--- src/rtl/core/mcpf_pkg.sv ---
// ----------------------------------------------------------------------------
// mcpf_pkg
// Shared types, codes and byte tables for the MQTT control packet framer.
// ----------------------------------------------------------------------------
package mcpf_pkg;

    localparam int MAX_RL_DEFAULT      = 127;
    localparam int QUEUE_DEPTH_DEFAULT = 4;
    localparam logic [15:0] KEEP_ALIVE_RESET = 16'd60;

    typedef struct packed {
        logic       cmd;
        logic [2:0] packet_kind;
        logic [6:0] first_length;
        logic [6:0] second_length;
        logic [7:0] payload_byte;
    } item_t;

    typedef struct packed {
        logic [7:0] out_byte;
        logic       run_end;
        logic       packet_end;
        logic       error;
    } result_t;

    // item command codes
    localparam logic CMD_BEGIN   = 1'b0;
    localparam logic CMD_PAYLOAD = 1'b1;

    // packet kinds
    localparam logic [2:0] KIND_CONNECT     = 3'd0;
    localparam logic [2:0] KIND_PUBLISH     = 3'd1;
    localparam logic [2:0] KIND_SUBSCRIBE   = 3'd2;
    localparam logic [2:0] KIND_UNSUBSCRIBE = 3'd3;
    localparam logic [2:0] KIND_PINGREQ     = 3'd4;
    localparam logic [2:0] KIND_DISCONNECT  = 3'd5;

    // work codes passed from front to back
    localparam logic [1:0] JOB_HEADER  = 2'd0;
    localparam logic [1:0] JOB_PAYLOAD = 2'd1;
    localparam logic [1:0] JOB_ERROR   = 2'd2;

    typedef struct packed {
        logic [1:0] op;
        logic [2:0] kind;
        logic [6:0] rem_len;
        logic [6:0] id_len;
        logic [7:0] data;
        logic       pend;   // packet ends on the last non-QoS byte
        logic       qos;    // append requested-QoS byte, which ends the packet
    } job_t;

    // fixed header first bytes
    localparam logic [7:0] FH_CONNECT     = 8'd16;
    localparam logic [7:0] FH_PUBLISH     = 8'd48;
    localparam logic [7:0] FH_SUBSCRIBE   = 8'h82;
    localparam logic [7:0] FH_UNSUBSCRIBE = 8'hA2;
    localparam logic [7:0] FH_PINGREQ     = 8'd192;
    localparam logic [7:0] FH_DISCONNECT  = 8'd224;

    // "MQIsdp", level 3
    localparam logic [7:0] PROTO_NAME_LEN = 8'd6;
    localparam logic [7:0] CH_M  = 8'd77;
    localparam logic [7:0] CH_Q  = 8'd81;
    localparam logic [7:0] CH_I  = 8'd73;
    localparam logic [7:0] CH_S  = 8'd115;
    localparam logic [7:0] CH_D  = 8'd100;
    localparam logic [7:0] CH_P  = 8'd112;
    localparam logic [7:0] PROTO_LEVEL = 8'd3;

    // header byte count per kind
    function automatic logic [4:0] header_len(input logic [2:0] kind);
        logic [4:0] len;
        case (kind)
            KIND_CONNECT:                     len = 5'd16;
            KIND_PUBLISH:                     len = 5'd4;
            KIND_SUBSCRIBE, KIND_UNSUBSCRIBE: len = 5'd6;
            default:                          len = 5'd2;
        endcase
        return len;
    endfunction

    function automatic logic [7:0] header_byte(
        input logic [2:0]  kind,
        input logic [3:0]  idx,
        input logic [6:0]  rl,
        input logic [6:0]  l1,
        input logic [15:0] ka
    );
        logic [7:0] b;
        b = 8'd0;
        case (kind)
            KIND_CONNECT: begin
                case (idx)
                    4'd0:    b = FH_CONNECT;
                    4'd1:    b = {1'b0, rl};
                    4'd3:    b = PROTO_NAME_LEN;
                    4'd4:    b = CH_M;
                    4'd5:    b = CH_Q;
                    4'd6:    b = CH_I;
                    4'd7:    b = CH_S;
                    4'd8:    b = CH_D;
                    4'd9:    b = CH_P;
                    4'd10:   b = PROTO_LEVEL;
                    4'd12:   b = ka[15:8];
                    4'd13:   b = ka[7:0];
                    4'd15:   b = {1'b0, l1};
                    default: b = 8'd0;
                endcase
            end
            KIND_PUBLISH: begin
                case (idx)
                    4'd0:    b = FH_PUBLISH;
                    4'd1:    b = {1'b0, rl};
                    4'd3:    b = {1'b0, l1};
                    default: b = 8'd0;
                endcase
            end
            KIND_SUBSCRIBE, KIND_UNSUBSCRIBE: begin
                case (idx)
                    4'd0:    b = (kind == KIND_SUBSCRIBE) ? FH_SUBSCRIBE : FH_UNSUBSCRIBE;
                    4'd1:    b = {1'b0, rl};
                    4'd5:    b = {1'b0, l1};
                    default: b = 8'd0;
                endcase
            end
            default: begin
                case (idx)
                    4'd0:    b = (kind == KIND_PINGREQ) ? FH_PINGREQ : FH_DISCONNECT;
                    default: b = 8'd0;
                endcase
            end
        endcase
        return b;
    endfunction

endpackage

--- src/rtl/core/mcpf_front.sv ---
// ----------------------------------------------------------------------------
// mcpf_front
// Accepts items, tracks the packet in progress and queues one job per item.
// ----------------------------------------------------------------------------
module mcpf_front #(
    parameter int MAX_REMAINING_LENGTH = mcpf_pkg::MAX_RL_DEFAULT
) (
    input  logic            clk,
    input  logic            rst_n,
    input  logic            item_valid,
    output logic            item_ready,
    input  mcpf_pkg::item_t item,
    output logic            job_valid,
    input  logic            job_ready,
    output mcpf_pkg::job_t  job
);

    localparam logic [8:0] RL_LIMIT = 9'(MAX_REMAINING_LENGTH);

    logic [7:0] payload_left_reg, payload_left_next;
    logic [2:0] held_kind_reg, held_kind_next;
    logic [8:0] rl_wide;
    logic [7:0] pay;
    logic       kind_bad;
    logic       accept;

    assign item_ready = job_ready;
    assign job_valid  = item_valid;
    assign accept     = item_valid && job_ready;

    always_comb
    begin
        kind_bad = 1'b0;
        case (item.packet_kind)
            mcpf_pkg::KIND_CONNECT: begin
                rl_wide = 9'd14 + {2'b00, item.first_length};
                pay     = {1'b0, item.first_length};
            end
            mcpf_pkg::KIND_PUBLISH: begin
                rl_wide = 9'd2 + {2'b00, item.first_length} + {2'b00, item.second_length};
                pay     = {1'b0, item.first_length} + {1'b0, item.second_length};
            end
            mcpf_pkg::KIND_SUBSCRIBE: begin
                rl_wide = 9'd5 + {2'b00, item.first_length};
                pay     = {1'b0, item.first_length};
            end
            mcpf_pkg::KIND_UNSUBSCRIBE: begin
                rl_wide = 9'd4 + {2'b00, item.first_length};
                pay     = {1'b0, item.first_length};
            end
            mcpf_pkg::KIND_PINGREQ, mcpf_pkg::KIND_DISCONNECT: begin
                rl_wide = 9'd0;
                pay     = 8'd0;
            end
            default: begin
                rl_wide  = 9'd0;
                pay      = 8'd0;
                kind_bad = 1'b1;
            end
        endcase
    end

    always_comb
    begin
        payload_left_next = payload_left_reg;
        held_kind_next    = held_kind_reg;
        job.op      = mcpf_pkg::JOB_ERROR;
        job.kind    = item.packet_kind;
        job.rem_len = rl_wide[6:0];
        job.id_len  = item.first_length;
        job.data    = item.payload_byte;
        job.pend    = 1'b0;
        job.qos     = 1'b0;
        if (item.cmd == mcpf_pkg::CMD_BEGIN) begin
            if (kind_bad || rl_wide > RL_LIMIT) begin
                payload_left_next = 8'd0;
            end
            else begin
                job.op            = mcpf_pkg::JOB_HEADER;
                held_kind_next    = item.packet_kind;
                payload_left_next = pay;
                job.pend = (pay == 8'd0) && (item.packet_kind != mcpf_pkg::KIND_SUBSCRIBE);
                job.qos  = (pay == 8'd0) && (item.packet_kind == mcpf_pkg::KIND_SUBSCRIBE);
            end
        end
        else if (payload_left_reg != 8'd0) begin
            job.op            = mcpf_pkg::JOB_PAYLOAD;
            payload_left_next = payload_left_reg - 8'd1;
            job.pend = (payload_left_reg == 8'd1) && (held_kind_reg != mcpf_pkg::KIND_SUBSCRIBE);
            job.qos  = (payload_left_reg == 8'd1) && (held_kind_reg == mcpf_pkg::KIND_SUBSCRIBE);
        end
    end

    always_ff @(posedge clk or negedge rst_n)
    begin
        if (!rst_n) begin
            payload_left_reg <= 8'd0;
            held_kind_reg    <= mcpf_pkg::KIND_CONNECT;
        end
        else if (accept) begin
            payload_left_reg <= payload_left_next;
            held_kind_reg    <= held_kind_next;
        end
    end

endmodule

--- src/rtl/core/mcpf_queue.sv ---
// ----------------------------------------------------------------------------
// mcpf_queue
// Short job queue between the front and back parts.
// ----------------------------------------------------------------------------
module mcpf_queue #(
    parameter int DEPTH = mcpf_pkg::QUEUE_DEPTH_DEFAULT
) (
    input  logic           clk,
    input  logic           rst_n,
    input  logic           push_valid,
    output logic           push_ready,
    input  mcpf_pkg::job_t push_job,
    output logic           pop_valid,
    input  logic           pop,
    output mcpf_pkg::job_t pop_job
);

    localparam int PW = (DEPTH > 1) ? $clog2(DEPTH) : 1;
    localparam int CW = $clog2(DEPTH + 1);
    localparam logic [PW-1:0] LAST_SLOT = PW'(DEPTH - 1);
    localparam logic [CW-1:0] FULL_CNT  = CW'(DEPTH);

    mcpf_pkg::job_t mem [DEPTH];
    logic [PW-1:0] wr_ptr_reg, rd_ptr_reg;
    logic [CW-1:0] count_reg;
    logic          do_push, do_pop;

    assign push_ready = (count_reg != FULL_CNT);
    assign pop_valid  = (count_reg != '0);
    assign do_push    = push_valid && push_ready;
    assign do_pop     = pop && pop_valid;
    assign pop_job    = mem[rd_ptr_reg];

    always_ff @(posedge clk)
    begin
        if (do_push) begin
            mem[wr_ptr_reg] <= push_job;
        end
    end

    always_ff @(posedge clk or negedge rst_n)
    begin
        if (!rst_n) begin
            wr_ptr_reg <= '0;
            rd_ptr_reg <= '0;
            count_reg  <= '0;
        end
        else begin
            if (do_push) begin
                wr_ptr_reg <= (wr_ptr_reg == LAST_SLOT) ? '0 : wr_ptr_reg + 1'b1;
            end
            if (do_pop) begin
                rd_ptr_reg <= (rd_ptr_reg == LAST_SLOT) ? '0 : rd_ptr_reg + 1'b1;
            end
            if (do_push && !do_pop) begin
                count_reg <= count_reg + 1'b1;
            end
            else if (do_pop && !do_push) begin
                count_reg <= count_reg - 1'b1;
            end
        end
    end

    a_count_bound: assert property (@(posedge clk) disable iff (!rst_n)
        count_reg <= FULL_CNT)
        else $error("queue count beyond depth");

    a_pop_nonempty: assert property (@(posedge clk) disable iff (!rst_n)
        pop |-> count_reg != '0)
        else $error("pop from empty queue");

    a_count_track: assert property (@(posedge clk) disable iff (!rst_n)
        (do_push && !do_pop) |=> count_reg == $past(count_reg) + 1'b1)
        else $error("queue count did not follow push");

endmodule

--- src/rtl/core/mcpf_back.sv ---
// ----------------------------------------------------------------------------
// mcpf_back
// Expands queued jobs into result bytes in a register, one per unstalled cycle.
// ----------------------------------------------------------------------------
module mcpf_back (
    input  logic              clk,
    input  logic              rst_n,
    input  logic              job_valid,
    input  mcpf_pkg::job_t    job,
    output logic              job_pop,
    input  logic [15:0]       keep_alive,
    output logic              result_valid,
    input  logic              result_ready,
    output mcpf_pkg::result_t result
);

    logic [3:0]        idx_reg, idx_next;
    logic              result_valid_reg;
    mcpf_pkg::result_t result_reg, res_next;
    logic [4:0]        idx5, base, total;
    logic              advance, emit, last_byte;

    assign idx5    = {1'b0, idx_reg};
    assign advance = !result_valid_reg || result_ready;
    assign emit    = advance && job_valid;

    always_comb
    begin
        base  = (job.op == mcpf_pkg::JOB_HEADER) ? mcpf_pkg::header_len(job.kind) : 5'd1;
        total = (job.op == mcpf_pkg::JOB_ERROR) ? 5'd1 : base + {4'd0, job.qos};
        last_byte = (idx5 == total - 5'd1);

        res_next.run_end    = last_byte;
        res_next.error      = 1'b0;
        res_next.out_byte   = 8'd0;
        res_next.packet_end = 1'b0;
        if (job.op == mcpf_pkg::JOB_ERROR) begin
            res_next.error = 1'b1;
        end
        else begin
            if (idx5 < base) begin
                res_next.out_byte = (job.op == mcpf_pkg::JOB_HEADER)
                    ? mcpf_pkg::header_byte(job.kind, idx_reg, job.rem_len, job.id_len,
                                            keep_alive)
                    : job.data;
            end
            // last regular byte carries the job's end flag; the QoS byte always ends
            if (idx5 == base - 5'd1) begin
                res_next.packet_end = job.pend;
            end
            else if (idx5 == base) begin
                res_next.packet_end = 1'b1;
            end
        end
        idx_next = last_byte ? 4'd0 : idx_reg + 4'd1;
    end

    assign job_pop      = emit && last_byte;
    assign result_valid = result_valid_reg;
    assign result       = result_reg;

    always_ff @(posedge clk or negedge rst_n)
    begin
        if (!rst_n) begin
            idx_reg          <= 4'd0;
            result_valid_reg <= 1'b0;
        end
        else begin
            if (emit) begin
                idx_reg          <= idx_next;
                result_valid_reg <= 1'b1;
            end
            else if (result_ready) begin
                result_valid_reg <= 1'b0;
            end
        end
    end

    always_ff @(posedge clk)
    begin
        if (emit) begin
            result_reg <= res_next;
        end
    end

    a_error_shape: assert property (@(posedge clk) disable iff (!rst_n)
        (result_valid_reg && result_reg.error) |->
            (result_reg.out_byte == 8'd0 && !result_reg.packet_end && result_reg.run_end))
        else $error("malformed error result");

    a_pend_ends_run: assert property (@(posedge clk) disable iff (!rst_n)
        (result_valid_reg && result_reg.packet_end) |-> result_reg.run_end)
        else $error("packet end without run end");

    a_idx_in_job: assert property (@(posedge clk) disable iff (!rst_n)
        job_valid |-> idx5 < total)
        else $error("byte index past end of job");

endmodule

--- src/rtl/core/mqtt_control_packet_framer.sv ---
// ----------------------------------------------------------------------------
// mqtt_control_packet_framer
// MQTT 3.1 control packet encoder producing a byte stream.
// ----------------------------------------------------------------------------
// Channels: item (valid/ready, item_t) takes begin requests (cmd 0: packet kind
// and string lengths) and payload requests (cmd 1: one byte). result
// (valid/ready, result_t) gives the packet bytes; run_end marks the last byte
// caused by a request, packet_end the last byte of the packet, error a refused
// request (out_byte zero). cfg (valid/ready, 16-bit data) sets the keep-alive
// time; it is always ready. The user must write it only while the block is
// idle; the block does not enforce this. Requests go via the job queue to the
// result register. Throughput: one result byte per cycle unless result_ready
// stalls, set by the single byte expander in the back part; a payload request
// gives one byte (two for the last subscribe topic byte), a header 2 to 16
// bytes. A job queue (four entries by default) decouples acceptance from byte
// generation, so items keep being taken while a header burst is still draining
// or the receiver stalls; item_ready drops only when the queue is full.
// Reset: no packet in progress, keep-alive 60, queue and result register empty.
// ----------------------------------------------------------------------------
module mqtt_control_packet_framer #(
    parameter int MAX_REMAINING_LENGTH = mcpf_pkg::MAX_RL_DEFAULT,
    parameter int QUEUE_DEPTH          = mcpf_pkg::QUEUE_DEPTH_DEFAULT
) (
    input  logic              clk,
    input  logic              rst_n,
    input  logic              item_valid,
    output logic              item_ready,
    input  mcpf_pkg::item_t   item,
    output logic              result_valid,
    input  logic              result_ready,
    output mcpf_pkg::result_t result,
    input  logic              cfg_valid,
    output logic              cfg_ready,
    input  logic [15:0]       cfg_data
);

    logic [15:0]    keep_alive_reg;
    logic           f_valid, f_ready, q_valid, q_pop;
    mcpf_pkg::job_t f_job, q_job;

    assign cfg_ready = 1'b1;

    always_ff @(posedge clk or negedge rst_n)
    begin
        if (!rst_n) begin
            keep_alive_reg <= mcpf_pkg::KEEP_ALIVE_RESET;
        end
        else if (cfg_valid) begin
            keep_alive_reg <= cfg_data;
        end
    end

    mcpf_front #(
        .MAX_REMAINING_LENGTH (MAX_REMAINING_LENGTH)
    ) u_front (
        .clk        (clk),
        .rst_n      (rst_n),
        .item_valid (item_valid),
        .item_ready (item_ready),
        .item       (item),
        .job_valid  (f_valid),
        .job_ready  (f_ready),
        .job        (f_job)
    );

    mcpf_queue #(
        .DEPTH (QUEUE_DEPTH)
    ) u_queue (
        .clk        (clk),
        .rst_n      (rst_n),
        .push_valid (f_valid),
        .push_ready (f_ready),
        .push_job   (f_job),
        .pop_valid  (q_valid),
        .pop        (q_pop),
        .pop_job    (q_job)
    );

    mcpf_back u_back (
        .clk          (clk),
        .rst_n        (rst_n),
        .job_valid    (q_valid),
        .job          (q_job),
        .job_pop      (q_pop),
        .keep_alive   (keep_alive_reg),
        .result_valid (result_valid),
        .result_ready (result_ready),
        .result       (result)
    );

endmodule
--- config.mk ---
export PLATFORM = sky130hd
export DESIGN_NAME = mqtt_control_packet_framer
export DESIGN_NICKNAME = d
export VERILOG_FILES = /design/src/rtl/core/mcpf_pkg.sv /design/src/rtl/core/mcpf_front.sv /design/src/rtl/core/mcpf_queue.sv /design/src/rtl/core/mcpf_back.sv /design/src/rtl/core/mqtt_control_packet_framer.sv
export SDC_FILE = /design/constraint.sdc
export NUM_CORES = 1
export LEC_CHECK = 0
export BUFFER_PORTS_ARGS = -buffer_cell sky130_fd_sc_hd__buf_2
export CAP_MARGIN = 25
export CELL_PAD_IN_SITES_DETAIL_PLACEMENT = 0
export CELL_PAD_IN_SITES_GLOBAL_PLACEMENT = 1
export CORE_MARGIN = 3
export CORE_UTILIZATION = 51
export CTS_CLUSTER_DIAMETER = 30
export CTS_CLUSTER_SIZE = 28
export DETAILED_ROUTE_END_ITERATION = 10
export PLACE_DENSITY_LB_ADDON = 0.1
export SETUP_SLACK_MARGIN = 0.15
export SYNTH_ARGS = -nofsm -noshare
export SYNTH_HDL_FRONTEND = slang
export SYNTH_SLANG_ARGS = --single-unit
--- constraint.sdc ---
create_clock -name clk -period 8.7 [get_ports clk]
set_input_delay 2.61 -clock clk [delete_from_list [all_inputs] [get_ports clk]]
set_output_delay 2.61 -clock clk [all_outputs]
set_load 0.005 [all_outputs]
# Word-level counts from Yosys, hierarchy flattened
# Memories as Yosys holds them, arrays and structs flattened.
# Index checks and enable logic that the tools add are counted.
[word_totals]
ff_bits = 50
ramBits = 116
in_bits = 47
output_inout_bits = 14
n_memories = 1
[mem_list]
columns = ["name", "words", "word_bits", "rd", "rd_ports_with_merged_regs", "wr", "line", "text"]
rows = [
  ["u_queue.mem", 4, 29, 1, 0, 1, "mcpf_queue.sv:23", "mcpf_pkg::job_t mem [DEPTH];"],
]
[op_classes]
n_addsub = 15
n_lt_le_gt_ge = 2
eq_ne = 33
n_mux = 35
bitwise_logic = 3
n_reduce_logical = 30
[ops]
columns = ["op", "count"]
rows = [
  ["case mux 8 bit (13 select lines)", 1],
  ["case mux 8 bit (3 select lines)", 2],
  ["two-way mux 8 bit", 5],
  ["case mux 9 bit (4 select lines)", 1],
  ["equality test 4 bit, second input constant", 6],
  ["case mux 7 bit (3 select lines)", 1],
  ["adder 3 x 7 -> 8 bit, first input constant", 2],
  ["equality test 4 x 3 -> 1 bit, second input constant", 4],
  ["two-way mux 2 bit", 8],
  ["case mux 8 bit (2 select lines)", 1],
  ["equality test 3 x 2 -> 1 bit, second input constant", 5],
  ["equality test 4 x 5 -> 1 bit", 3],
  ["case mux 5 bit (3 select lines)", 1],
  ["two-way mux 6 bit", 2],
  ["logical AND 1 bit", 10],
  ["two-way mux 5 bit", 2],
  ["subtractor 5 x 1 -> 5 bit, second input constant", 2],
  ["adder 9 x 7 -> 9 bit", 1],
  ["equality test 3 bit, second input constant", 3],
  ["> comparator 9 x 7 -> 1 bit, second input constant", 1],
  ["adder 2 x 7 -> 8 bit, first input constant", 1],
  ["adder 4 x 7 -> 8 bit, first input constant", 1],
  ["adder 7 x 7 -> 8 bit", 1],
  ["equality test 8 x 1 -> 1 bit, second input constant", 1],
  ["other kinds (32)", 53],
]

# Longest topological paths before layout
# Gate-level depths: netlist of run 1.
# An unclocked memory read counts as a cell.
[depth]
word_depth = 14
ltp_mapped = 20

# Modules after synthesis
# From an unflattened synthesis of run 1, not the netlist that was laid out.
[hier_totals]
cells_unflattened = 729
hier_area_um2 = 9276.4
[by_module_without_submodules]
columns = ["module", "instances", "cells_each", "area_each_um2", "seq_area_each_um2"]
rows = [
  ["mcpf_queue", 1, 188, 4628.2, 3658.5],
  ["mcpf_front", 1, 268, 2192.1, 275.3],
  ["mcpf_back", 1, 237, 1790.5, 455.4],
  ["mqtt_control_packet_framer", 1, 36, 665.6, 405.4],
]

# Worst setup path after synthesis of run 1
# Ideal clock, no wire load.
[synth_path]
path_type = "in2reg"
start = "input item[17] (netlist name)"
end = "register u_front.held_kind_reg[0]"
setup_ns = 0.125
arrival_ns = 4.989
required_ns = 8.575
slack_ns = 3.586
cell_stages = 11
path_cell_list = "inv_1 > ha_1 > ha_1 > nor2b_1 > o21ai_0 > a21boi_0 > o21a_1 > nor4_1 > o41ai_2 > nor2_1 > mux2_2"
[synth_via]
elab_chain_cells = 7
word_cells_on_any_way = 10
classes_between = "add/sub (5); order compare (1); mux (1); bitwise (1); reduce/logical (2)"
[synth_lines]
columns = ["element", "line", "text"]
rows = [
  ["from (decl)", "mqtt_control_packet_framer.sv:28", "input mcpf_pkg::item_t item,"],
  ["adder 2 x 7 -> 8 bit", "mcpf_front.sv:40", "rl_wide = 9'd2 + {2'b00, item.first_length} + {2'b00, item.second_length};"],
  ["adder 9 x 7 -> 9 bit", "mcpf_front.sv:40", ""],
  ["case mux 9 bit (4 select lines) *", "mcpf_front.sv:34", "case (item.packet_kind)"],
  ["> comparator 9 x 7 -> 1 bit *", "mcpf_front.sv:75", "if (kind_bad || rl_wide > RL_LIMIT) begin"],
  ["logical OR 1 bit *", "mcpf_front.sv:75", ""],
  ["NOT 1 bit (no source line) *", "-", ""],
  ["AND reduction 3 bit (no source line) *", "-", ""],
  ["to (signal assigned)", "mcpf_front.sv:98", "held_kind_reg <= mcpf_pkg::KIND_CONNECT;"],
  ["to (signal assigned)", "mcpf_front.sv:102", "held_kind_reg <= held_kind_next;"],
  ["to (decl)", "mcpf_front.sv:21", "logic [2:0] held_kind_reg, held_kind_next;"],
]
# Every way passes the cells marked *; elsewhere a longest branch is shown, timed or not.
# A chain may end at the register's enable or synchronous reset.

# Final worst setup path of run 1
[layout_path]
start = "register u_queue.rd_ptr_reg[0]"
end = "register u_queue.count_reg[1]"
[layout_via]
elab_chain_cells = 14
word_cells_on_any_way = 21
classes_between = "add/sub (2); eq/ne (5); mux (4); reduce/logical (9); memory (1)"
[layout_lines]
columns = ["element", "line", "text"]
rows = [
  ["from (decl)", "mcpf_queue.sv:24", "logic [PW-1:0] wr_ptr_reg, rd_ptr_reg;"],
  ["from (signal assigned)", "mcpf_queue.sv:53", "rd_ptr_reg <= (rd_ptr_reg == LAST_SLOT) ? '0 : rd_ptr_reg + 1'b1;"],
  ["memory read (4 x 29 bit) *", "-", ""],
  ["equality test 3 x 2 -> 1 bit", "mcpf_pkg.sv:74", "case (kind)"],
  ["OR reduction 2 bit", "-", ""],
  ["case mux 5 bit (3 select lines)", "mcpf_pkg.sv:74", ""],
  ["two-way mux 5 bit", "mcpf_back.sv:29", "base = (job.op == mcpf_pkg::JOB_HEADER) ? mcpf_pkg::header_len(job.kind) : 5'd1;"],
  ["adder 5 x 1 -> 5 bit", "mcpf_back.sv:30", "total = (job.op == mcpf_pkg::JOB_ERROR) ? 5'd1 : base + {4'd0, job.qos};"],
  ["two-way mux 5 bit *", "mcpf_back.sv:30", ""],
  ["subtractor 5 x 1 -> 5 bit *", "mcpf_back.sv:31", "last_byte = (idx5 == total - 5'd1);"],
  ["equality test 4 x 5 -> 1 bit *", "mcpf_back.sv:31", ""],
  ["named net u_back.last_byte", "mcpf_back.sv:21", "logic advance, emit, last_byte;"],
  ["logical AND 1 bit *", "mcpf_back.sv:58", "assign job_pop = emit && last_byte;"],
  ["logical AND 1 bit *", "mcpf_queue.sv:31", "assign do_pop = pop && pop_valid;"],
  ["logical NOT 1 bit", "mcpf_queue.sv:55", "if (do_push && !do_pop) begin"],
  ["logical AND 1 bit", "mcpf_queue.sv:55", ""],
  ["two-way mux 3 bit or nonzero test 2 bit (tied branches)", "-", ""],
  ["to (signal assigned)", "mcpf_queue.sv:56", "count_reg <= count_reg + 1'b1;"],
  ["to (signal assigned)", "mcpf_queue.sv:59", "count_reg <= count_reg - 1'b1;"],
  ["to (decl)", "mcpf_queue.sv:25", "logic [CW-1:0] count_reg;"],
]
# Mark *: on every way through the listed nets, which the timed path passes. The rest lies on a longest branch.

==> impl_metrics.csv, run 1 <==
group,metric,value,unit
status,run_status,"finished clean",
clock_tree,cts-buffers-inserted,17,
die,vertical_extent_of_the_die,138,um
global_routing,busiest_layer,"met2",
critical_path,crit_arrival,6.13,ns
timing,timing.final.crit_share,66.8,%
critical_path,endpoint_kind,"flop",
detailed_routing,post-route-drc-count,0,
global_routing,gr-usage-met2,37.0,%
die,std_cell_rows,47,
critical_path,critical_path_cell_count,17,
timing,worst_slew_pin_slew,0.893,ns
critical_path,crit_path_cell_trace,"buf_4 -> mux4_2 -> nor2_2 -> inv_1 -> ha_1 -> nor2_1 -> ha_1 -> xnor2_1 -> nor4b_1 -> a31oi_1 -> nor4_4 -> and2_4 -> inv_1 -> ha_1 -> inv_1 -> fa_1 -> mux2_2",
global_routing,grt_pass1_vias,6249,
hold_path,hold_path_depth,2,
detailed_routing,vias_per_cell,6.18,
critical_path,critical_path_required,9.01,ns
clock_tree,cts_buffer_depth,2,
timing,totalNegativeSetupSlack,0,ns
detailed_routing,wl_per_cell,21.0,um
timing,period_minus_slack,5.82,ns
yosys,synth.area.top_cells,"sky130_fd_sc_hd__edfxtp_1 (43%), sky130_fd_sc_hd__dfrtp_1 (9.8%), sky130_fd_sc_hd__mux4_2 (7.6%), sky130_fd_sc_hd__ha_1 (5.6%), sky130_fd_sc_hd__a21oi_1 (2.4%)",
timing,final_hold_viol_count,0,
global_routing,grt_util_met3,3.76,%
timing,rsz0062_at_grt,"no",
cells_and_area,finalNetCount,850,
clock_tree,cts.clk_slew.worst_paths,0.07,ns
detailed_routing,drt_pass_1_iters,8,
clock_tree,h-tree-depth,4,
yosys,count_leader_synth,"sky130_fd_sc_hd__edfxtp_1",
yosys,synth_enable_flop_cells,127,
hold_path,hp-class,"flop to flop",
timing,slew-limit-headroom,40.5,%
yosys,synthesis.nets,805,
yosys,yosys.area.top_type_share,42.8,%
yosys,synthesis.instances,715,
critical_path,timing_startpoint_of_the_critical_path,"u_queue.rd_ptr_reg[0]$_DFFE_PN0P_",
clock_tree,postCtsSetupBuffers,0,
critical_path,crit_fanout,29,
cells_and_area,layoutNonFillerInstCount,993,
cells_and_area,layout_area_overhead,11.8,%
power,power_leakage,3.66,nW
timing,final_max_slew_viol_count,0,
global_routing,grt_antenna_before_repair,0,
yosys,synthesis.yosys.warnings,0,
die,die_area,0.0191,sq mm
critical_path,family_with_the_most_delay_on_the_worst_path,"simple AND/OR/NAND/NOR gates",
die,dieWidth,138,um
yosys,synth_async_sr_flop_share,23.5,%
timing,max_clock_freq,172,MHz
yosys,ys_dominant_reg_cell,"sky130_fd_sc_hd__edfxtp_1",
power,max-vdd-ir-drop,150,uV
run,drv_cap,0,
yosys,avgSynthCellArea,12.5,sq um
power,pwr_density_cell,300,mW/mm^2
yosys,synth.distinct_cells,75,
place,hpwl_after_dpl,14500,um
critical_path,crit_buf_inv,4,
timing,setup_violations,0,
critical_path,cpPeakStageDelay,0.69,ns
place,globalplace.congestion,0.900,
clock_tree,cts_num_sinks,166,
global_routing,globalRoute.totalOverflow,0,
cells_and_area,ratio_of_cells_with_drive_above_1_in_the_final_layout,21.5,%
yosys,netlist_area,0.00890,sq mm
hold_path,hold_path.startpoint,"u_back.result_valid$_DFFE_PN0P_",
clock_tree,cts_root_buffer,"sky130_fd_sc_hd__clkbuf_16",
cells_and_area,insertedDiodeCount,0,
clock_tree,hold_buffers,0,
cells_and_area,flip_flop_count_of_the_largest_register_after_layout,116,
detailed_routing,ant_nets_after_route,0,
die,placeableCoreArea,0.0168,sq mm
place,buffer_ports.inserted,59,
global_routing,grt_max_degree,40,
place,dpl.cell_count,960,
detailed_routing,detailroute.via_count,6137,
detailed_routing,detail_route.iter0.violations,624,
clock_tree,clock_latency,0.42,ns
yosys,synth_top_cells_by_count,"sky130_fd_sc_hd__edfxtp_1 (127), sky130_fd_sc_hd__nor2_1 (47), sky130_fd_sc_hd__a21oi_1 (43), sky130_fd_sc_hd__nand2_1 (43)",
critical_path,rr_startpoint,"u_queue.rd_ptr_reg[0]$_DFFE_PN0P_",
clock_tree,tritoncts,"yes",
global_routing,grt.met1_usage,29.8,%
critical_path,setup.worst_path.class,"flop to flop",
yosys,synth_seq_cells,166,
die,initial_core_util,52.9,%
critical_path,depth_of_the_worst_register_to_register_path,17,
clock_tree,post_cts_resized,0,
critical_path,worst_setup_path_start_kind,"flop",
critical_path,cp_slowest_cell,"sky130_fd_sc_hd__mux4_2",
global_routing,grt_usage,22.4,%
detailed_routing,drt-total-wl,20800,um
timing,finalClockSkew,0.00960,ns
die,boundaryPins,61,
global_routing,first_pass_grt_wire_length,33800,um
yosys,synth.yosys.seq_area_share,53.9,%
yosys,synth.largest_area_cell,"sky130_fd_sc_hd__edfxtp_1",
==> path summary, 6_finish.rpt <==
path	endpoint	slack (ns)
setup reg to reg	u_queue.count_reg[1]$_DFFE_PN0P_	2.88
setup / recovery	u_queue.count_reg[1]$_DFFE_PN0P_	2.88
min in group asynchronous	keep_alive_reg[14]$_DFFE_PN0P_	2.03
hold / removal	u_back.result_valid$_DFFE_PN0P_	0.50
max in group asynchronous	keep_alive_reg[2]$_DFFE_PN1P_	6.18
hold reg to reg	u_back.result_valid$_DFFE_PN0P_	0.50
==> per-layer routing <==
metal / up-vias / wire (um) / part of all wire (%)
li1: 2834 / - / -
met1: 3056 / 8950 / 43
met2: 206 / 10400 / 50
met3: 41 / 891 / 4.3
met4: 0 / 652 / 3.1
met5: - / 0 / 0
==> cells in the final DEF (no fill, tap or decap), drive strengths merged, types with 5 or more instances in the layout <==
cell and count:
edfxtp 127, buf 62, nor2 48, nand2 43, a21oi 43, o21ai 40, ha 40, dfrtp 35
inv 35, mux4 30, nand3 22, nor3 21, mux2 21, clkbuf 18, xnor2 14, nor2b 13
a31oi 11, or3 11, xor2 10, a22oi 10, and3 8, nor3b 7, clkinv 7, a221o 6
o211ai 5, and2 5
==> per-stage QoR <==
| stage | worst slack, ns | power (W) | util, % | hold slack, ns | area, sq um |
|---|---|---|---|---|---|
| global placement | 2.84 | 0.00219 | 55.5 | 0.475 | 9330 |
| floorplan | 3.59 | 0.00193 | - | 0.464 | 8900 |
| finish | 2.88 | 0.00298 | 59.2 | 0.504 | 9960 |
| detailed placement | 2.65 | 0.00223 | 55.5 | 0.484 | 9330 |
| global route | 2.46 | 0.00315 | 59.2 | 0.526 | 9960 |
| CTS | 2.85 | 0.00300 | 59.1 | 0.504 | 9940 |
==> cells by family (layout without fill, tap and decap cells) <==
group           after synthesis  in the layout  synth area share (%)
compound gates              163            163                  12.1
xor+xnor                     25             25                  2.61
fa+ha+maj                    43             43                  6.30
buf+inv                      67            125                  3.11
flops                       166            166                  53.9
mux                          54             54                  10.7
other cells                   1              1                0.0421
simple gates                196            196                  11.3
==> tightest hold or removal path: stages (launching register included) <==
cell and delay, ns:
sky130_fd_sc_hd__dfrtp_1 0.37, sky130_fd_sc_hd__nand2_1 0.06, sky130_fd_sc_hd__nand2_1 0.05
==> power by group <==
group / internal [W] / switching [W] / total, W
sequential: 0.00106 / 0.0000956 / 0.00116
combinational: 0.000425 / 0.000630 / 0.00105
clock: 0.000455 / 0.000313 / 0.000769
==> layout make-up <==
type / instances / area, sq um
multi-input cells: 482 / 3840
inverters: 31 / 116
fillers: 1390 / 6860
repair buffers: 62 / 330
flip-flops and latches: 166 / 4800
well taps: 220 / 275
clock inverters: 14 / 174
clock buffers: 18 / 429
Note: power is estimated with default switching activity, not from simulation.
==> run 2: changes to the inputs <==
ABC_AREA = 1   (was unset)
CORE_UTILIZATION = 47   (was 51)
clock period = 6.1 ns   (was 8.7 ns; I/O delays follow)
==> run 2 against run 1 <==
Clock-buffer cell count increased by 1. Sequential cell count did not move. Final cell count grew 35%. Total power increased by 58%. Critical path type unchanged. Critical endpoint is now u_queue.count_reg[2]$_DFFE_PN0P_. Largest power group is now combinational logic.
==> impl_metrics.csv, run 2 <==
group,metric,value,unit
yosys,ys_dominant_reg_cell,"sky130_fd_sc_hd__edfxtp_1",
cells_and_area,insertedDiodeCount,0,
global_routing,first_pass_grt_wire_length,36100,um
timing,finalClockSkew,0.00831,ns
cells_and_area,final_cell_mix,"sky130_fd_sc_hd__nand2_1 (228), sky130_fd_sc_hd__edfxtp_1 (127), sky130_fd_sc_hd__nor2_1 (101)",
yosys,count_leader_synth,"sky130_fd_sc_hd__nand2_1",
die,vertical_extent_of_the_die,146,um
clock_tree,cts-buffers-inserted,17,
detailed_routing,detail_route.iter0.violations,468,
critical_path,crit_path_cell_trace,"buf_4 -> o21ai_0 -> o22ai_1 -> ha_1 -> inv_1 -> nand2_1 -> inv_1 -> ha_1 -> xor2_1 -> o21ai_0 -> nor2_1 -> nand2_1 -> nor2_1 -> nand3_1 -> ha_1 -> inv_1 -> fa_1 -> a21oi_1 -> o21ai_0 -> xor2_1",
place,post_dp_cell_area,0.00974,sq mm
yosys,synth_fa_ha_area_share,6.09,%
timing,final_max_slew_viol_count,0,
yosys,yosys.area.top_type_share,41.4,%
yosys,synthesis.yosys.warnings,0,
clock_tree,hold_buffers,0,
yosys,synth.yosys.seq_area_share,52.1,%
clock_tree,cts_num_sinks,166,
clock_tree,postCtsSetupBuffers,0,
die,placeableCoreArea,0.0190,sq mm
clock_tree,h-tree-depth,4,
critical_path,critical_path_required,6.41,ns
critical_path,endpoint_kind,"flop",
timing,totalNegativeSetupSlack,0,ns
yosys,synth-xor-area-share,1.71,%
yosys,avgSynthCellArea,9.09,sq um
yosys,yosys-mux-area-fraction,0,%
detailed_routing,detailroute.via_count,7009,
critical_path,cpPeakStageDelay,0.54,ns
yosys,synth_top_cells_by_count,"sky130_fd_sc_hd__nand2_1 (228), sky130_fd_sc_hd__edfxtp_1 (127), sky130_fd_sc_hd__nor2_1 (105), sky130_fd_sc_hd__inv_1 (93), sky130_fd_sc_hd__o21ai_0 (88)",
detailed_routing,post-route-drc-count,0,
clock_tree,tritoncts,"yes",
global_routing,grt_antenna_before_repair,0,
power,pwr_density_cell,456,mW/mm^2
power,power,0.00470,W
cells_and_area,layout_area_overhead,12.1,%
cells_and_area,finalNetCount,1161,
detailed_routing,ant_nets_after_route,0,
yosys,synth.distinct_cells,48,
detailed_routing,wl_per_cell,16.3,um
yosys,synth_top_family_by_area,"simple AND/OR/NAND/NOR gates",
yosys,netlist_area,0.00920,sq mm
yosys,synthesis.instances,1013,
yosys,synth.largest_area_cell,"sky130_fd_sc_hd__edfxtp_1",
die,initial_core_util,48.6,%
clock_tree,post_cts_resized,0,
detailed_routing,drt-total-wl,22000,um
die,boundaryPins,61,
critical_path,setup.worst_path.class,"flop to flop",
cells_and_area,layout_commonest_cell,"sky130_fd_sc_hd__nand2_1",
timing,final_hold_viol_count,0,
clock_tree,cts_buffer_depth,2,
timing,max_clock_freq,246,MHz
timing,period_minus_slack,4.06,ns
yosys,synth_enable_flop_cells,127,
place,buffer_ports.inserted,59,
global_routing,grt_pass1_vias,6835,
critical_path,crit_arrival,4.37,ns
die,std_cell_rows,50,
cells_and_area,final_util,54.4,%
global_routing,globalRoute.totalOverflow,0,
yosys,synth_async_sr_flop_share,23.5,%
die,dieWidth,146,um
timing,slew-limit-headroom,37.8,%
die,die_area,0.0213,sq mm
global_routing,grt_max_degree,62,
timing,final.hold.worst_slack,0.483,ns
status,run_status,"finished clean",
detailed_routing,vias_per_cell,5.22,
global_routing,grt_usage,21.2,%
cells_and_area,finalInstanceArea,0.0103,sq mm
yosys,synth.area.top_cells,"sky130_fd_sc_hd__edfxtp_1 (41%), sky130_fd_sc_hd__dfrtp_1 (9.5%), sky130_fd_sc_hd__nand2_1 (9.3%), sky130_fd_sc_hd__ha_1 (5.4%), sky130_fd_sc_hd__o21ai_0 (4.8%)",
timing,worst_slew_pin_slew,0.926,ns
cells_and_area,flip_flop_count_of_the_largest_register_after_layout,116,
critical_path,crit_fanout,61,
yosys,synth_compound_area_share,11.1,%
detailed_routing,drt_pass_1_iters,5,
yosys,synthesis.nets,1103,
critical_path,worst_setup_path_start_kind,"flop",
run,drv_cap,0,
timing,timing.final.crit_share,66.5,%
yosys,simple_gate_share_of_the_synthesized_area,22.8,%
power,power_leakage,4.42,nW
place,hpwl_after_dpl,15500,um
cells_and_area,ratio_of_cells_with_drive_above_1_in_the_final_layout,13.8,%
hold_path,hp-class,"flop to flop",
power,max-vdd-ir-drop,205,uV
clock_tree,cts.clk_slew.worst_paths,0.07,ns
yosys,synth_seq_cells,166,
clock_tree,clock_latency,0.43,ns
place,globalplace.congestion,0.909,
timing,rsz0062_at_grt,"no",
clock_tree,cts_root_buffer,"sky130_fd_sc_hd__clkbuf_16",
critical_path,cp_slowest_cell,"sky130_fd_sc_hd__buf_4",
timing,setup_violations,0,
run 2: final timing paths:
path | startpoint | to | slack [ns] | cells past startpoint
worst max-delay path | u_queue.rd_ptr_reg[0]$_DFFE_PN0P_ | u_queue.count_reg[2]$_DFFE_PN0P_ | 2.04 | 20
worst min-delay path | keep_alive_reg[5]$_DFFE_PN1P_ | keep_alive_reg[5]$_DFFE_PN1P_ | 0.48 | 2
worst max register to register | u_queue.rd_ptr_reg[0]$_DFFE_PN0P_ | u_queue.count_reg[2]$_DFFE_PN0P_ | 2.04 | 20
worst min register to register | keep_alive_reg[5]$_DFFE_PN1P_ | keep_alive_reg[5]$_DFFE_PN1P_ | 0.48 | 2
max in group asynchronous | rst_n | u_queue.rd_ptr_reg[0]$_DFFE_PN0P_ | 4.22 | 2
min in group asynchronous | rst_n | keep_alive_reg[13]$_DFFE_PN0P_ | 1.46 | 2
run 2: cells by family (layout without fill, tap and decap cells):
| logic type | after synthesis | in the layout |
|---|---|---|
| AO/OA/AOI/OAI | 184 | 184 |
| XOR/XNOR | 18 | 18 |
| AND/OR/NAND/NOR | 470 | 470 |
| flip-flops | 166 | 166 |
| buffers and inverters | 131 | 202 |
| other | 1 | 1 |
| adder cells (fa/ha/maj) | 43 | 43 |
run 2: routing by layer:
metal | track usage, % | vias to the layer above | part of all wire, %
li1 | - | 3564 | -
met5 | 0 | - | 0
met4 | 5.60 | 0 | 1.4
met2 | 35.8 | 150 | 48
met3 | 4.05 | 18 | 3.8
met1 | 28.3 | 3277 | 47
run 2: power breakdown:
group,internal (W),switching (W)
clock network,0.000555,0.000479
registers,0.00153,0.000140
logic,0.000644,0.00135
total,0.00273,0.00197
run 2: final cells by class:
class / count / area (sq um)
Clock buffer: 19 / 443
Clock inverter: 13 / 131
Sequential cell: 166 / 4800
Fill cell: 1750 / 8640
Inverter: 99 / 374
Timing Repair Buffer: 71 / 385
Tap cell: 260 / 325
Multi-Input combinational cell: 716 / 3860
run 2: per-stage QoR:
step / instances / worst slack, ns
after floorplan: 1013 / 2.07
after global routing: 1344 / 1.66
after detailed placement: 1312 / 1.68
final: 1344 / 2.04
after global placement: 1312 / 1.74
after CTS: 1344 / 2.08
run 2: worst max-delay path: cells and delay by family (launching register included):
family / cells / cell delay (ns)
AO/OA/AOI/OAI: 5 / 0.93
XOR/XNOR: 2 / 0.32
adder cells (fa/ha/maj): 4 / 1.08
buffers and inverters: 4 / 0.78
flip-flops: 1 / 0.43
AND/OR/NAND/NOR: 5 / 0.37
==> run 3: changes to the inputs <==
CORE_UTILIZATION = 43   (was 47)
clock period = 3.6 ns   (was 6.1 ns; I/O delays follow)
==> run 3 against run 2 <==
Utilization decreased by 2.7 points. Setup slack worse by 1.7 ns. Fmax is 24% higher. Combinational power up 85%. Non-clock buffer count grew 31. Final cell count rose by 3.1%. Critical path depth stayed put. Sequential power grew 69%. Clock skew rose by 0.0020 ns. Sequential share of layout area down 1.5 points. Register-to-register slack got worse by 1.7 ns. Largest cell class unchanged.
==> impl_metrics.csv, run 3 (synthesis gave the netlist of run 2 again) <==
group,metric,value,unit
place,hpwl_after_dpl,16300,um
timing,timing.final.crit_share,90.6,%
die,dieWidth,152,um
critical_path,critical_path_required,3.91,ns
timing,finalClockSkew,0.0103,ns
global_routing,grt_usage,19.8,%
critical_path,crit_arrival,3.57,ns
place,buffer_ports.inserted,59,
global_routing,grt_max_degree,33,
cells_and_area,finalNetCount,1192,
clock_tree,clock_latency,0.43,ns
detailed_routing,ant_nets_after_route,0,
critical_path,timing_startpoint_of_the_critical_path,"u_queue.rd_ptr_reg[0]$_DFFE_PN0P_",
die,boundaryPins,61,
hold_path,hp-class,"flop to flop",
detailed_routing,vias_per_cell,5.11,
critical_path,crit_buf_inv,4,
timing,setup_violations,0,
cells_and_area,layout_commonest_cell,"sky130_fd_sc_hd__nand2_1",
timing,finalWorstSetupSlack,0.340,ns
global_routing,grt_pass1_vias,6997,
clock_tree,h-tree-depth,4,
detailed_routing,detailroute.via_count,7073,
critical_path,setup.worst_path.class,"flop to flop",
timing,final_max_slew_viol_count,0,
timing,slew-limit-headroom,54.0,%
clock_tree,cts-buffers-inserted,17,
die,placeableCoreArea,0.0206,sq mm
place,post_dp_cell_area,0.00991,sq mm
die,std_cell_rows,52,
critical_path,worst_setup_path_start_kind,"flop",
timing,period_minus_slack,3.26,ns
critical_path,cp_slowest_cell,"sky130_fd_sc_hd__dfrtp_2",
cells_and_area,layout_area_overhead,15.9,%
place,dpl_worst_slack,0.0279,ns
die,vertical_extent_of_the_die,152,um
run,drv_cap,0,
critical_path,crit_path_cell_trace,"buf_4 -> o21ai_0 -> o22ai_2 -> ha_1 -> inv_1 -> nand2_2 -> inv_1 -> ha_1 -> xor2_1 -> o21ai_1 -> nor2_1 -> nand2_1 -> nor2_2 -> nand3_2 -> ha_2 -> inv_2 -> fa_2 -> a21oi_2 -> o21ai_0 -> xor2_1",
timing,final_hold_viol_count,0,
timing,totalNegativeSetupSlack,0,ns
cells_and_area,ratio_of_cells_with_drive_above_1_in_the_final_layout,17.7,%
critical_path,depth_of_the_worst_register_to_register_path,20,
global_routing,first_pass_grt_wire_length,37000,um
detailed_routing,detail_route.iter0.violations,380,
cells_and_area,final_cell_mix,"sky130_fd_sc_hd__nand2_1 (224), sky130_fd_sc_hd__edfxtp_1 (127), sky130_fd_sc_hd__nor2_1 (99)",
cells_and_area,insertedDiodeCount,0,
status,run_status,"finished clean",
clock_tree,tritoncts,"yes",
cells_and_area,flip_flop_count_of_the_largest_register_after_layout,116,
critical_path,rr_startpoint,"u_queue.rd_ptr_reg[0]$_DFFE_PN0P_",
detailed_routing,drt-total-wl,22500,um
die,initial_core_util,44.6,%
place,globalplace.congestion,0.870,
global_routing,grt_antenna_before_repair,0,
power,pwr_density_cell,779,mW/mm^2
cells_and_area,finalInstanceArea,0.0107,sq mm
clock_tree,cts_buffer_depth,2,
power,power_leakage,4.58,nW
detailed_routing,post-route-drc-count,0,
power,max-vdd-ir-drop,388,uV
die,die_area,0.0232,sq mm
clock_tree,cts_num_sinks,166,
global_routing,globalRoute.totalOverflow,0,
timing,worst_slew_pin_slew,0.690,ns
critical_path,cpPeakStageDelay,0.45,ns
timing,rsz0062_at_grt,"yes",
clock_tree,cts_root_buffer,"sky130_fd_sc_hd__clkbuf_16",
detailed_routing,drt_pass_1_iters,5,
critical_path,r2r_slack,0.34,ns
timing,final.hold.worst_slack,0.489,ns
critical_path,crit_fanout,4,
critical_path,critical_path_cell_count,20,
critical_path,endpoint_kind,"flop",
clock_tree,cts.clk_slew.worst_paths,0.07,ns
detailed_routing,wl_per_cell,16.2,um
critical_path,critPathCapture,"u_queue.count_reg[2]$_DFFE_PN0P_",
timing,max_clock_freq,307,MHz
critical_path,reg2reg_to,"u_queue.count_reg[2]$_DFFE_PN0P_",
critical_path,family_with_the_most_delay_on_the_worst_path,"adder cells",
run 3: cell count changes in the layout (fill, tap and decap cells not counted), sizes merged:
| cell | previous run | this run |
|---|---|---|
| buf | 71 | 101 |
| clkbuf | 19 | 17 |
| clkdlybuf4s15 | 0 | 1 |
| clkinvlp | 0 | 2 |
run 3: routing by layer:
| metal | share of wire (%) | track usage [%] | vias to the layer above |
|---|---|---|---|
| li1 | - | - | 3635 |
| met1 | 46 | 26.9 | 3258 |
| met2 | 48 | 32.6 | 151 |
| met3 | 3.8 | 3.61 | 29 |
| met4 | 2.0 | 5.61 | 0 |
| met5 | 0 | 0 | - |
run 3: final cells by class:
cell class | instances | area (sq um)
Fill cell | 1882 | 9960
Sequential cell | 166 | 4800
Multi-Input combinational cell | 716 | 3920
Timing Repair Buffer | 102 | 633
Clock buffer | 17 | 425
Inverter | 99 | 377
Tap cell | 270 | 338
Clock inverter | 15 | 174
run 3: per-stage QoR:
step | instances | power, W | util, %
2_1_floorplan | 1013 | 0.00540 | -
3_3_place_gp | 1343 | 0.00636 | 48.1
3_5_place_dp | 1343 | 0.00636 | 48.1
5_1_grt | 1385 | 0.00898 | 51.7
4_1_cts | 1376 | 0.00819 | 51.0
6_report | 1385 | 0.00831 | 51.7
run 3: power breakdown:
part | internal [W] | leakage (nW) | switching (W)
clock network | 0.000939 | 0.287 | 0.000849
registers | 0.00260 | 1.64 | 0.000226
logic | 0.00131 | 2.65 | 0.00239
run 3: worst reg2reg max path, delay by kind of cell (launching register included):
family / cells / cell delay, ns
adder cells (fa/ha/maj): 4 / 1.09
AO/OA/AOI/OAI: 5 / 0.66
flip-flops: 1 / 0.45
AND/OR/NAND/NOR: 5 / 0.36
XOR/XNOR: 2 / 0.31
buffers and inverters: 4 / 0.29
run 3: what timing repair did:
action,in CTS,in global routing
setup endpoints to repair,2,11
buffers inserted,1,8
hold buffers,0,0
pin swaps,0,7
resized for setup,0,27
gates cloned,0,1
run 3: how the worst min path moves through the flow:
stage | from | endpoint | slack (ns) | depth (start not counted)
finish | u_front.held_kind_reg[0]$_DFFE_PN0P_ | u_front.held_kind_reg[0]$_DFFE_PN0P_ | 0.49 | 2
global placement | u_front.held_kind_reg[1]$_DFFE_PN0P_ | u_front.held_kind_reg[1]$_DFFE_PN0P_ | 0.46 | 2
CTS | u_front.held_kind_reg[0]$_DFFE_PN0P_ | u_front.held_kind_reg[0]$_DFFE_PN0P_ | 0.49 | 2
floorplan | u_front.held_kind_reg[0]$_DFFE_PN0P_ | u_front.held_kind_reg[0]$_DFFE_PN0P_ | 0.44 | 2
detailed placement | u_front.held_kind_reg[0]$_DFFE_PN0P_ | u_front.held_kind_reg[0]$_DFFE_PN0P_ | 0.47 | 2
global route | keep_alive_reg[2]$_DFFE_PN1P_ | keep_alive_reg[2]$_DFFE_PN1P_ | 0.51 | 2
